$ cat config.mk
export PLATFORM = sky130hd
export DESIGN_NAME = crc16_word_stream_unit
export DESIGN_NICKNAME = d
export VERILOG_FILES = /design/src/sv/crc16ws_pkg.sv /design/src/sv/crc16ws_cfg.sv /design/src/sv/crc16ws_step.sv /design/src/sv/crc16_word_stream_unit.sv
export SDC_FILE = /design/constraint.sdc
export NUM_CORES = 1
export LEC_CHECK = 0
export ABC_AREA = 1
export CAP_MARGIN = 20
export CORE_ASPECT_RATIO = 1.1
export CORE_MARGIN = 2
export CORE_UTILIZATION = 65
export CTS_BUF_LIST = sky130_fd_sc_hd__clkbuf_2 sky130_fd_sc_hd__clkbuf_4 sky130_fd_sc_hd__clkbuf_8
export CTS_CLUSTER_SIZE = 10
export DETAILED_ROUTE_END_ITERATION = 10
export DONT_BUFFER_PORTS = 1
export PLACE_DENSITY_LB_ADDON = 0.25
export SYNTH_ARGS = -nofsm -noshare
export SYNTH_HDL_FRONTEND = slang
export SYNTH_SLANG_ARGS = --single-unit
$ cat constraint.sdc
create_clock -name clk_i -period 7 [get_ports clk_i]
set_input_delay 0.35 -clock clk_i [delete_from_list [all_inputs] [get_ports clk_i]]
set_output_delay 0.35 -clock clk_i [all_outputs]
set_load 0.01 [all_outputs]
$ cat src/sv/crc16ws_pkg.sv
`timescale 1ns / 1ps
`default_nettype none

package crc16ws_pkg;

  localparam int unsigned CrcWidth  = 16;
  localparam int unsigned WordWidth = 16;
  localparam int unsigned ByteWidth = 8;
  localparam int unsigned AddrWidth = 3;
  localparam int unsigned DataWidth = 32;

  // register index, taken from paddr[2]
  localparam logic CrcSeedIdx = 1'b0;

  typedef logic [CrcWidth-1:0] crc_t;

  typedef struct packed {
    logic [WordWidth-1:0] data_word;
    logic                 start_req;
  } in_item_t;

  typedef struct packed {
    logic [CrcWidth-1:0]  crc_value;
    logic [WordWidth-1:0] last_word;
  } out_item_t;

  localparam crc_t BitPosConst [ByteWidth] = '{
    16'hC0C1, 16'hC181, 16'hC301, 16'hC601,
    16'hCC01, 16'hD801, 16'hF001, 16'hA001
  };

  function automatic crc_t crc_feed_byte(input crc_t crc_in, input logic [ByteWidth-1:0] byte_in);
    crc_t crc;
    logic hit;
    crc = crc_in;
    for (int k = 0; k < ByteWidth; k++) begin
      hit = crc[0] ^ byte_in[k];
      crc = crc >> 1;
      if (hit) begin
        crc = crc ^ BitPosConst[k];
      end
    end
    return crc;
  endfunction

endpackage

`default_nettype wire

$ cat src/sv/crc16ws_cfg.sv
`timescale 1ns / 1ps
`default_nettype none

module crc16ws_cfg (
  input  wire logic                                clk_i,
  input  wire logic                                rst_ni,
  input  wire logic                                psel,
  input  wire logic                                penable,
  input  wire logic                                pwrite,
  input  wire logic [crc16ws_pkg::AddrWidth-1:0]   paddr,
  input  wire logic [crc16ws_pkg::DataWidth-1:0]   pwdata,
  output logic      [crc16ws_pkg::DataWidth-1:0]   prdata,
  output logic                                     pready,
  output crc16ws_pkg::crc_t                        seed_o
);

  crc16ws_pkg::crc_t seed_q, seed_d;
  logic              seed_hit;

  assign seed_hit = (paddr[2] == crc16ws_pkg::CrcSeedIdx);
  assign pready   = 1'b1;

  always_comb begin
    seed_d = seed_q;
    if (psel && penable && pwrite && seed_hit) begin
      seed_d = pwdata[crc16ws_pkg::CrcWidth-1:0];
    end
  end

  always_ff @(posedge clk_i or negedge rst_ni) begin
    if (!rst_ni) begin
      seed_q <= '0;
    end else begin
      seed_q <= seed_d;
    end
  end

  always_comb begin
    prdata = '0;
    if (seed_hit) begin
      prdata = {{(crc16ws_pkg::DataWidth-crc16ws_pkg::CrcWidth){1'b0}}, seed_q};
    end
  end

  assign seed_o = seed_q;

endmodule

`default_nettype wire

$ cat src/sv/crc16ws_step.sv
`timescale 1ns / 1ps
`default_nettype none

module crc16ws_step (
  input  wire crc16ws_pkg::crc_t     crc_i,
  input  wire crc16ws_pkg::crc_t     seed_i,
  input  wire crc16ws_pkg::in_item_t item_i,
  output crc16ws_pkg::crc_t          crc_o
);

  crc16ws_pkg::crc_t crc_start;
  crc16ws_pkg::crc_t crc_mid;

  assign crc_start = item_i.start_req ? seed_i : crc_i;
  // low byte first, then high byte
  assign crc_mid   = crc16ws_pkg::crc_feed_byte(crc_start, item_i.data_word[7:0]);
  assign crc_o     = crc16ws_pkg::crc_feed_byte(crc_mid, item_i.data_word[15:8]);

endmodule

`default_nettype wire

$ cat src/sv/crc16_word_stream_unit.sv
`timescale 1ns / 1ps
`default_nettype none

// CRC-16 (reflected, poly 0x8005 family) over a stream of 16-bit words.
// Input channel: in_valid_i / in_ready_o carry in_data_i (data_word,
// start_req). start_req reloads the running CRC from the seed register
// before the word is folded in, low byte first, LSB first.
// Output channel: out_valid_o / out_ready_i carry out_data_o (crc_value,
// last_word), one transaction per input transaction, in order.
// Configuration: APB register 0 (byte address 0) is the 16-bit seed.
// Path: a word taken in is held in the input register, then the two-byte
// CRC fold lands in the output register.
// Throughput: one word per cycle while the receiver does not stall; the
// 16 unrolled bit steps sit between the input register and the output register.
// Receiver stall: the output register holds its transaction; one more
// word is taken into the input register, then in_ready_o drops.
// Reset: both stages empty, running CRC and seed cleared to zero.

module crc16_word_stream_unit (
  input  wire logic                                clk_i,
  input  wire logic                                rst_ni,
  input  wire logic                                in_valid_i,
  output logic                                     in_ready_o,
  input  wire crc16ws_pkg::in_item_t               in_data_i,
  output logic                                     out_valid_o,
  input  wire logic                                out_ready_i,
  output crc16ws_pkg::out_item_t                   out_data_o,
  input  wire logic                                psel,
  input  wire logic                                penable,
  input  wire logic                                pwrite,
  input  wire logic [crc16ws_pkg::AddrWidth-1:0]   paddr,
  input  wire logic [crc16ws_pkg::DataWidth-1:0]   pwdata,
  output logic      [crc16ws_pkg::DataWidth-1:0]   prdata,
  output logic                                     pready
);

  crc16ws_pkg::crc_t      seed;
  crc16ws_pkg::crc_t      crc_q, crc_d;
  crc16ws_pkg::crc_t      crc_next;
  crc16ws_pkg::in_item_t  in_item_q;
  crc16ws_pkg::out_item_t out_item_q;
  logic                   in_valid_q, in_valid_d;
  logic                   out_valid_q, out_valid_d;
  logic                   advance;
  logic                   in_take;

  crc16ws_cfg u_cfg (
    .clk_i   (clk_i),
    .rst_ni  (rst_ni),
    .psel    (psel),
    .penable (penable),
    .pwrite  (pwrite),
    .paddr   (paddr),
    .pwdata  (pwdata),
    .prdata  (prdata),
    .pready  (pready),
    .seed_o  (seed)
  );

  crc16ws_step u_step (
    .crc_i  (crc_q),
    .seed_i (seed),
    .item_i (in_item_q),
    .crc_o  (crc_next)
  );

  assign advance    = in_valid_q && (!out_valid_q || out_ready_i);
  assign in_ready_o = !in_valid_q || advance;
  assign in_take    = in_valid_i && in_ready_o;

  always_comb begin
    in_valid_d  = in_valid_q;
    out_valid_d = out_valid_q;
    crc_d       = crc_q;
    if (out_valid_q && out_ready_i) begin
      out_valid_d = 1'b0;
    end
    if (advance) begin
      out_valid_d = 1'b1;
      crc_d       = crc_next;
      in_valid_d  = 1'b0;
    end
    if (in_take) begin
      in_valid_d = 1'b1;
    end
  end

  always_ff @(posedge clk_i or negedge rst_ni) begin
    if (!rst_ni) begin
      in_valid_q  <= 1'b0;
      out_valid_q <= 1'b0;
      crc_q       <= '0;
    end else begin
      in_valid_q  <= in_valid_d;
      out_valid_q <= out_valid_d;
      crc_q       <= crc_d;
    end
  end

  always_ff @(posedge clk_i) begin
    if (in_take) begin
      in_item_q <= in_data_i;
    end
    if (advance) begin
      out_item_q.crc_value <= crc_next;
      out_item_q.last_word <= in_item_q.data_word;
    end
  end

  assign out_valid_o = out_valid_q;
  assign out_data_o  = out_item_q;

endmodule

`default_nettype wire

==> impl_metrics.ini, run 1 <==
[outcome]
status = completed

[clocking]
clk_latency_ns = 0.36
cts_max_path_buffers = 2
cts_made_buffers = 9
clockRootBuffer = clkbuf_8
postCtsSetupBuffers = 0
cts_tree = built
ctsHoldBuffers = 2
clock_sinks = 83
clkTransAtPathRegs_ns = 0.08
htreeDepth = 3
cts_resized = 0

[global_route]
use_met2_pct = 35.98
grt_usage_pct = 22.84
use_met3_pct = 6.432
grt_remaining_overflow = 0
grt_pass1_vias = 2328
grtUsageMet1_pct = 30.63
busiest_layer = met2
grt_first_pass_wirelength_um = 11610
grt_max_degree = 57
antenna_found_initial = 0

[routing]
wire_per_inst_um = 14.97
drc_errors = 0
first_pass_iters = 4
wl_um = 7318
vias = 2538
via_per_inst = 5.190
drt-initial-drc-count = 153
ant_nets = 0

[timing]
finalHoldViolCount = 0
period_needed_ns = 3.824
fmax_mhz = 261.5
period_share_pct = 54.63
slew_headroom_pct = 32.56
setup_viol = 0
worst_pin_slew_ns = 1.012
setup_tns_ns = 0
drv_slew = 0
finClkSkew_ns = 0.01039
rsz0062_at_grt = false
setup_ws_ns = 3.176

[setup_path]
crit_arrival_ns = 3.93
endpoint_kind = flop
crit_top_cell = nand2_4
path_class = reg -> reg
crit_required_ns = 7.11
cp_slowest_cell = edfxtp_1
start_kind = flop
cp_max_fo = 19
cpPeakStageDelay_ns = 0.81

[yosys]
seq_area_frac_synth_pct = 56.90
ys.warnings.count = 0
synth_top_area_share_pct = 36.05
async_reset_ff_share_pct = 40.96
yosysUniqueCellTypes = 25
synthCells = 402
yosysTopAreaCell = edfxtp_1
synth_edf_count = 49
ys.flop_type = edfxtp_1
synthTopCellsByCount = nand2_1 (63), edfxtp_1 (49), inv_1 (44), xor2_1 (37)
yosysMostFrequentCell = nand2_1
synth_seq_cells = 83
syn_area_um2 = 4081
avgSynthCellArea_um2 = 10.15
ys_top_cells_by_area = edfxtp_1 (36%), dfrtp_1 (21%), xor2_1 (7.9%), nand2_1 (5.8%), inv_1 (4.0%)

[worst_hold_path]
hp-class = in -> reg

[placement]
port_buffers = 0
hpwlAfterDp_um = 5385
pre_cts_ws_ns = 3.212
gp_congestion = 0.8070

[layout]
area_delta_synth_final_pct = 4.690
layout-drive-gt1-share_pct = 12.47
num_antenna_cells = 0
fin_nets = 463

[power]
power.density_nw_per_um2 = 538.3
finalPower_uw = 2300
leakage_uw = 0.001948
vdd_drop_max_uv = 232.7

[floorplanning]
start_util_pct = 66.71
fp.dieW_um = 79.56
die_y_um = 87.11
rows = 30
ios = 126
dieArea_um2 = 6930
core_region_area_um2 = 6118

[run]
maxCapViolations = 0
## path summary, 6_finish.rpt
kind                                          from                          end  slack (ns)  depth (start not counted)
min in group asynchronous                   rst_ni         crc_q[3]$_DFFE_PN0P_        0.44                          2
min reg2reg                in_item_q[15]$_DFFE_PP_     out_data_o[14]$_DFFE_PP_        0.46                          0
max reg2reg                 in_item_q[0]$_DFFE_PP_     out_data_o[16]$_DFFE_PP_        3.18                         28
min                                   in_data_i[2]       in_item_q[2]$_DFFE_PP_        0.08                          0
max in group asynchronous                   rst_ni  u_cfg.seed_o[1]$_DFFE_PN0P_        6.37                          2
max                         in_item_q[0]$_DFFE_PP_     out_data_o[16]$_DFFE_PP_        3.18                         28
## layout by cell type (no fill, tap or decap), drive strengths merged
master       netlist  layout
dlygate4sd3        0       1
nand3b             1       1
edfxtp            49      49
xor2              37      37
clkinvlp           0       3
inv               48      48
a21oi             16      16
clkinv             0       2
buf               20       2
nand4              1       1
and2               1       1
dfrtp             34      34
o21ai             24      24
clkbuf             7      11
nor2              34      34
conb               2      17
xnor2              9       9
a31oi              2       2
nand3             33      33
nand2             84      84
## critical path: cells and delay by family, from the launching register on
kind / cells / cell delay (ns)
buffers and inverters: 1 / 0.16
AND/OR/NAND/NOR: 27 / 2.57
flip-flops: 1 / 0.81
## power by group
group	switching [uW]	internal [uW]	leakage (uW)	total, uW
Combinational	766	384	0.00101	1150
Clock	165	135	0.0000798	300
Sequential	90.6	760	0.000858	851
## sequential cells by signal, summed over array words and instances (netlist names)
register / cells
out_data_o: 32
out_valid_o: 1
crc_q: 16
in_valid_q: 1
u_cfg.seed_o: 16
in_item_q: 17
## cell families after synthesis
family | synth area share [%]
XOR/XNOR | 9.871
flip-flops | 56.90
AND/OR/NAND/NOR | 18.88
buffers and inverters | 8.952
AO/OA/AOI/OAI | 5.211
other | 0.1840
## final cells by class
class	count	area, um^2
flip-flops and latches	83	2322
fillers	479	1846
multi-input cells	259	1450
inverters	48	185.2
clock buffers	11	138.9
well taps	80	100.1
repair buffers	3	45.04
clock inverters	5	31.28
## metrics by stage
stage / util, % / area, um^2 / hold slack (ns) / instances
final: 69.84 / 4273 / 0.07874 / 489
after global routing: 69.84 / 4273 / 0.05950 / 489
after CTS: 69.59 / 4258 / 0.06819 / 488
after detailed placement: 66.32 / 4058 / 0.05533 / 470
after global placement: 66.32 / 4058 / 0.05556 / 470
after floorplan: - / 4138 / 0.05441 / 417
## metal layers
metal  wire length, um  share of wire [%]
met3               402                5.5
met1              3244                 44
met5                 0                  0
met4               114                1.6
met2              3556                 49
Note: power is estimated with default switching activity, not from simulation.
==> inputs of run 2 (changes only) <==
==> constraint.sdc (replaced) <==
create_clock -name clk_i -period 4 [get_ports clk_i]
set_input_delay 0.2 -clock clk_i [delete_from_list [all_inputs] [get_ports clk_i]]
set_output_delay 0.2 -clock clk_i [all_outputs]
set_load 0.01 [all_outputs]
==> run 2 against run 1 <==
Effect of this change:
- routed wire length grew 7.9%
- sequential share of layout area shrank 4.3 points
- sequential power grew 74%
- clock power grew 110%
- die area is the same
- register-to-register slack lost 2.7 ns
==> impl_metrics.ini, run 2 (synthesis gave the netlist of run 1 again) <==
[setup_path]
start_kind = flop
crit_arrival_ns = 3.66
path_class = reg -> reg
cp_cell_sequence = buf_4 > buf_4 > o21ai_1 > xor2_1 > inv_1 > nand2_4 > nand2_4 > nand2_4 > nand2_4 > nand2_1 > nand3_2 > nand2_2 > nand2_2 > nand2_4 > nand2_2 > nand3_2 > nand3_1 > nand3_1 > nand3_1 > nand2_2 > nand2_1 > nand2_2 > nand2_1 > and2_1
crit_required_ns = 4.11
endpoint_kind = flop
cpPeakStageDelay_ns = 0.39
cp_max_fo = 10
cp_slowest_cell = edfxtp_1

[floorplanning]
core_region_area_um2 = 6118
rows = 30
dieArea_um2 = 6930
ios = 126
start_util_pct = 66.71
die_y_um = 87.11
fp.dieW_um = 79.56

[power]
leakage_uw = 0.002119
seqPwrFrac_pct = 35.7
power.density_nw_per_um2 = 894.3
p_sw_share_pct = 43.64
power.internal_uw = 2340
p_comb_share_pct = 49.5
p_sw_uw = 1812
power.share.clock_pct = 14.8
vdd_drop_max_uv = 506.6

[layout]
final_common_cell = nand2_1
register_area_um2 = 2322
layout-drive-gt1-share_pct = 12.42
fin_nets = 497
largest_reg_flops = 32
area_delta_synth_final_pct = 13.73
n_fill_cell = 402
final_cell_mix = nand2_1 (63), edfxtp_1 (49), inv_1 (44), xor2_1 (37)
multiInputGateArea_um2 = 1450
num_antenna_cells = 0

[clocking]
cts_max_path_buffers = 2
clk_latency_ns = 0.36
clockRootBuffer = clkbuf_8
cts_resized = 0
clock_sinks = 83
cts_made_buffers = 9
cts_tree = built
clkTransAtPathRegs_ns = 0.08
htreeDepth = 3

[timing]
finClkSkew_ns = 0.01065
period_needed_ns = 3.550
whs_ns = 0.009169
period_share_pct = 88.74
fmax_mhz = 281.7
rsz0062_at_grt = false
slew_headroom_pct = 34.56
drv_slew = 0
worst_pin_slew_ns = 0.9801
setup_tns_ns = 0
finalHoldViolCount = 0
setup_viol = 0

[routing]
ant_nets = 0
first_pass_iters = 4
vias = 2697
drc_errors = 0
via_per_inst = 5.157
wl_um = 7896
drt-initial-drc-count = 135
wire_per_inst_um = 15.10

[worst_hold_path]
hp-class = in -> reg

[global_route]
grt_first_pass_wirelength_um = 12360
antenna_found_initial = 0
grt_remaining_overflow = 0
grt_pass1_vias = 2504
grt_max_degree = 57
grt_usage_pct = 24.44

[placement]
hpwlAfterDp_um = 5264
port_buffers = 0
gp_congestion = 0.8067

[run]
maxCapViolations = 0

[outcome]
status = completed
## run 2: changes by cell type in the layout (fill, tap and decap cells not counted), sizes merged
cell,delta
clkinv,+1
inv,+1
bufinv,+1
buf,+3
dlygate4sd3,+31
clkinvlp,-3
## run 2: power by group through the flow
stage / logic [uW] / clock network (uW) / registers [uW]
after global placement: 1930 / 0 / 1490
after global routing: 2330 / 660 / 1510
after detailed placement: 1990 / 0 / 1510
final: 2060 / 615 / 1480
after CTS: 2040 / 623 / 1490
after floorplan: 1620 / 0 / 1470
## run 2: final timing paths
| path | from | to | slack, ns | cells after the start |
|---|---|---|---|---|
| min reg2reg | in_item_q[15]$_DFFE_PP_ | out_data_o[14]$_DFFE_PP_ | 0.46 | 0 |
| max reg2reg | in_item_q[0]$_DFFE_PP_ | out_data_o[16]$_DFFE_PP_ | 0.45 | 24 |
| min in group asynchronous | rst_ni | crc_q[3]$_DFFE_PN0P_ | 0.30 | 2 |
| max in group asynchronous | rst_ni | crc_q[8]$_DFFE_PN0P_ | 3.51 | 2 |
| max | in_item_q[0]$_DFFE_PP_ | out_data_o[16]$_DFFE_PP_ | 0.45 | 24 |
| min | pwdata[6] | u_cfg.seed_o[6]$_DFFE_PN0P_ | 0.009 | 2 |
## run 2: cell type report
cell class	count	area share, %
clock buffers	11	3.127
clock inverters	5	1.321
inverters	48	3.989
multi-input cells	259	31.24
flip-flops and latches	83	50.03
well taps	80	2.156
repair buffers	37	8.140
## run 2: critical path: cells and delay by family, from the launching register on
family	cells	cell delay, ns
AND/OR/NAND/NOR	19	1.95
buffers and inverters	3	0.48
flip-flops	1	0.39
XOR/XNOR	1	0.32
AO/OA/AOI/OAI	1	0.15
## run 2: per-layer routing
layer	track usage, %	up-vias	routed length (um)
met3	4.876	12	398
met1	31.01	1261	3277
met4	11.44	0	155
met5	0	-	0
met2	40.49	98	4065
li1	-	1326	-
## run 2: repair_timing
action | in CTS | in global routing
hold buffers | 33 | 0
buffers inserted | 0 | 2
endpoints found under the setup margin | 0 | 1
endpoints found under the hold margin | 65 | 0
## run 2: through the flow
step                setup slack (ns)  util (%)  total power, uW  instance area [um^2]  instances
CTS                           0.3470     75.38             4148                  4612        520
floorplan                      1.059         -             3094                  4138        417
global route                 0.09268     75.87             4501                  4642        523
finish                        0.4504     75.87             4151                  4642        523
detailed placement            0.3680     66.44             3495                  4065        471
global placement              0.4461     66.44             3429                  4065        471
==> inputs of run 3 (changes only) <==
==> constraint.sdc (replaced) <==
create_clock -name clk_i -period 4 [get_ports clk_i]
set_input_delay 0.4 -clock clk_i [delete_from_list [all_inputs] [get_ports clk_i]]
set_output_delay 0.4 -clock clk_i [all_outputs]
set_load 0.01 [all_outputs]
==> run 3 against run 2 <==
Effect of this change:
- clock skew about the same
- total power down 2.3%
- via count down 6.1%
- non-clock buffer count down 30
- design area down 6.9%
- clock power down 9.4%
- routed wire length down 8.4%
- cell count down 5.7%
- setup slack better by 0.020 ns
- fmax up 0.58%
- clock-buffer cell count unchanged
- worst hold slack better by 0.12 ns
- largest power group unchanged
==> impl_metrics.ini, run 3 (synthesis gave the netlist of run 1 again) <==
[timing]
drv_slew = 0
fmax_mhz = 283.3
finalHoldViolCount = 0
whs_ns = 0.1293
setup_tns_ns = 0
worst_pin_slew_ns = 0.9723
slew_headroom_pct = 35.08
period_needed_ns = 3.529
period_share_pct = 88.23
finClkSkew_ns = 0.01046
rsz0062_at_grt = false
setup_viol = 0

[clocking]
clock_sinks = 83
cts_made_buffers = 9
clockRootBuffer = clkbuf_8
htreeDepth = 3
cts_tree = built
clk_latency_ns = 0.36
cts_max_path_buffers = 2
clkTransAtPathRegs_ns = 0.08
cts_resized = 0

[setup_path]
worstReg2RegStart = in_item_q[0]$_DFFE_PP_
path_class = reg -> reg
endpoint = out_data_o[16]$_DFFE_PP_
worstRegToRegCells = 23
crit_arrival_ns = 3.64
crit_required_ns = 4.11
r2r-end = out_data_o[16]$_DFFE_PP_
cp_max_fo = 7
start_kind = flop
endpoint_kind = flop
worstSetupStartpoint = in_item_q[0]$_DFFE_PP_
rrSetupSlack_ns = 0.47

[layout]
final_common_cell = nand2_1
area_delta_synth_final_pct = 5.855
final_cell_mix = nand2_1 (63), edfxtp_1 (49), inv_1 (44), xor2_1 (37)
num_antenna_cells = 0
fin_nets = 467
largest_reg_flops = 32
final_util_pct = 70.61
layout-drive-gt1-share_pct = 13.56
n_fill_cell = 441

[routing]
wire_per_inst_um = 14.66
vias = 2533
first_pass_iters = 4
drt-initial-drc-count = 138
wl_um = 7229
ant_nets = 0
drc_errors = 0
via_per_inst = 5.138

[power]
p_sw_share_pct = 44.14
p_comb_share_pct = 49.7
vdd_drop_max_uv = 467.2
power.share.clock_pct = 13.7
p_sw_uw = 1791
power.internal_uw = 2266
seqPwrFrac_pct = 36.5
power.density_nw_per_um2 = 939.0
leakage_uw = 0.001987

[global_route]
grt_usage_pct = 22.52
antenna_found_initial = 0
grt_pass1_vias = 2341
grt_first_pass_wirelength_um = 11350
grt_max_degree = 57
grt_remaining_overflow = 0

[floorplanning]
start_util_pct = 66.71
die_y_um = 87.11
rows = 30
dieArea_um2 = 6930
ios = 126
fp.dieW_um = 79.56
core_region_area_um2 = 6118

[placement]
gp_congestion = 0.8068
port_buffers = 0
hpwlAfterDp_um = 5300

[run]
maxCapViolations = 0

[outcome]
status = completed

[worst_hold_path]
hp-class = in -> reg
[run 3: changes by cell type in the layout (fill, tap and decap cells not counted), sizes merged]
cell,delta
dlygate4sd3,-31
buf,+1
bufinv,-1
clkinv,+1
[run 3: critical path, cell delays in order, from the launching register on]
cell and delay (ns):
edfxtp_1 0.52, buf_4 0.22, o21ai_1 0.15, xor2_1 0.31
inv_1 0.13, nand2_4 0.10, nand3_2 0.11, nand2_4 0.14
nand2_1 0.07, nand3_2 0.09, nand2_2 0.09, nand2_2 0.10
nand2_4 0.08, nand2_2 0.08, nand3_2 0.11, nand2_4 0.12
nand2_2 0.08, nand3_1 0.10, nand3_1 0.11, nand2_2 0.15
nand2_1 0.11, nand2_2 0.10, nand2_1 0.06, and2_1 0.16
[run 3: through the flow]
stage	instances	instance area [um^2]	worst slack, ns	power [uW]
2_1_floorplan	417	4138	1.059	3094
3_3_place_gp	471	4065	0.4456	3429
3_5_place_dp	471	4065	0.3689	3493
4_1_cts	489	4283	0.3499	4064
5_1_grt	493	4320	0.09975	4406
6_report	493	4320	0.4708	4057
[run 3: power groups by stage]
stage / registers (uW) / logic (uW) / clock network (uW)
2_1_floorplan: 1470 / 1620 / 0
3_3_place_gp: 1490 / 1930 / 0
3_5_place_dp: 1510 / 1990 / 0
4_1_cts: 1490 / 2010 / 568
5_1_grt: 1510 / 2290 / 603
6_report: 1480 / 2020 / 557
[run 3: what timing repair did]
item                                    in CTS  in global routing
endpoints found under the setup margin       0                  1
setup buffers                                0                  3
hold buffers                                 2                  0
hold endpoints to repair                    34                  0
[run 3: how the worst min path moves through the flow]
stage,startpoint,endpoint,slack [ns],cells past startpoint
final,in_data_i[11],in_item_q[11]$_DFFE_PP_,0.13,0
after global routing,in_data_i[1],in_item_q[1]$_DFFE_PP_,0.11,0
after CTS,in_data_i[1],in_item_q[1]$_DFFE_PP_,0.12,0
after detailed placement,rst_ni,crc_q[4]$_DFFE_PN0P_,0.11,0
after global placement,rst_ni,crc_q[5]$_DFFE_PN0P_,0.11,0
after floorplan,rst_ni,crc_q[0]$_DFFE_PN0P_,0.10,0
[run 3: layout make-up]
class	instances	area (um^2)	area share, %
inverter	48	185.2	4.286
timing repair buffer	7	75.07	1.738
clock buffer	11	151.4	3.504
multi-input combinational	259	1450	33.57
sequential	83	2322	53.75
clock inverter	5	36.28	0.8399
tap	80	100.1	2.317
[run 3: layer usage]
metal  up-vias  routed length [um]  GRT usage [%]
li1       1270                   -              -
met1      1158                3199          30.28
met2        88                3410          33.31
met3        17                 417          6.017
met4         0                 202          12.70
met5         -                   0              0
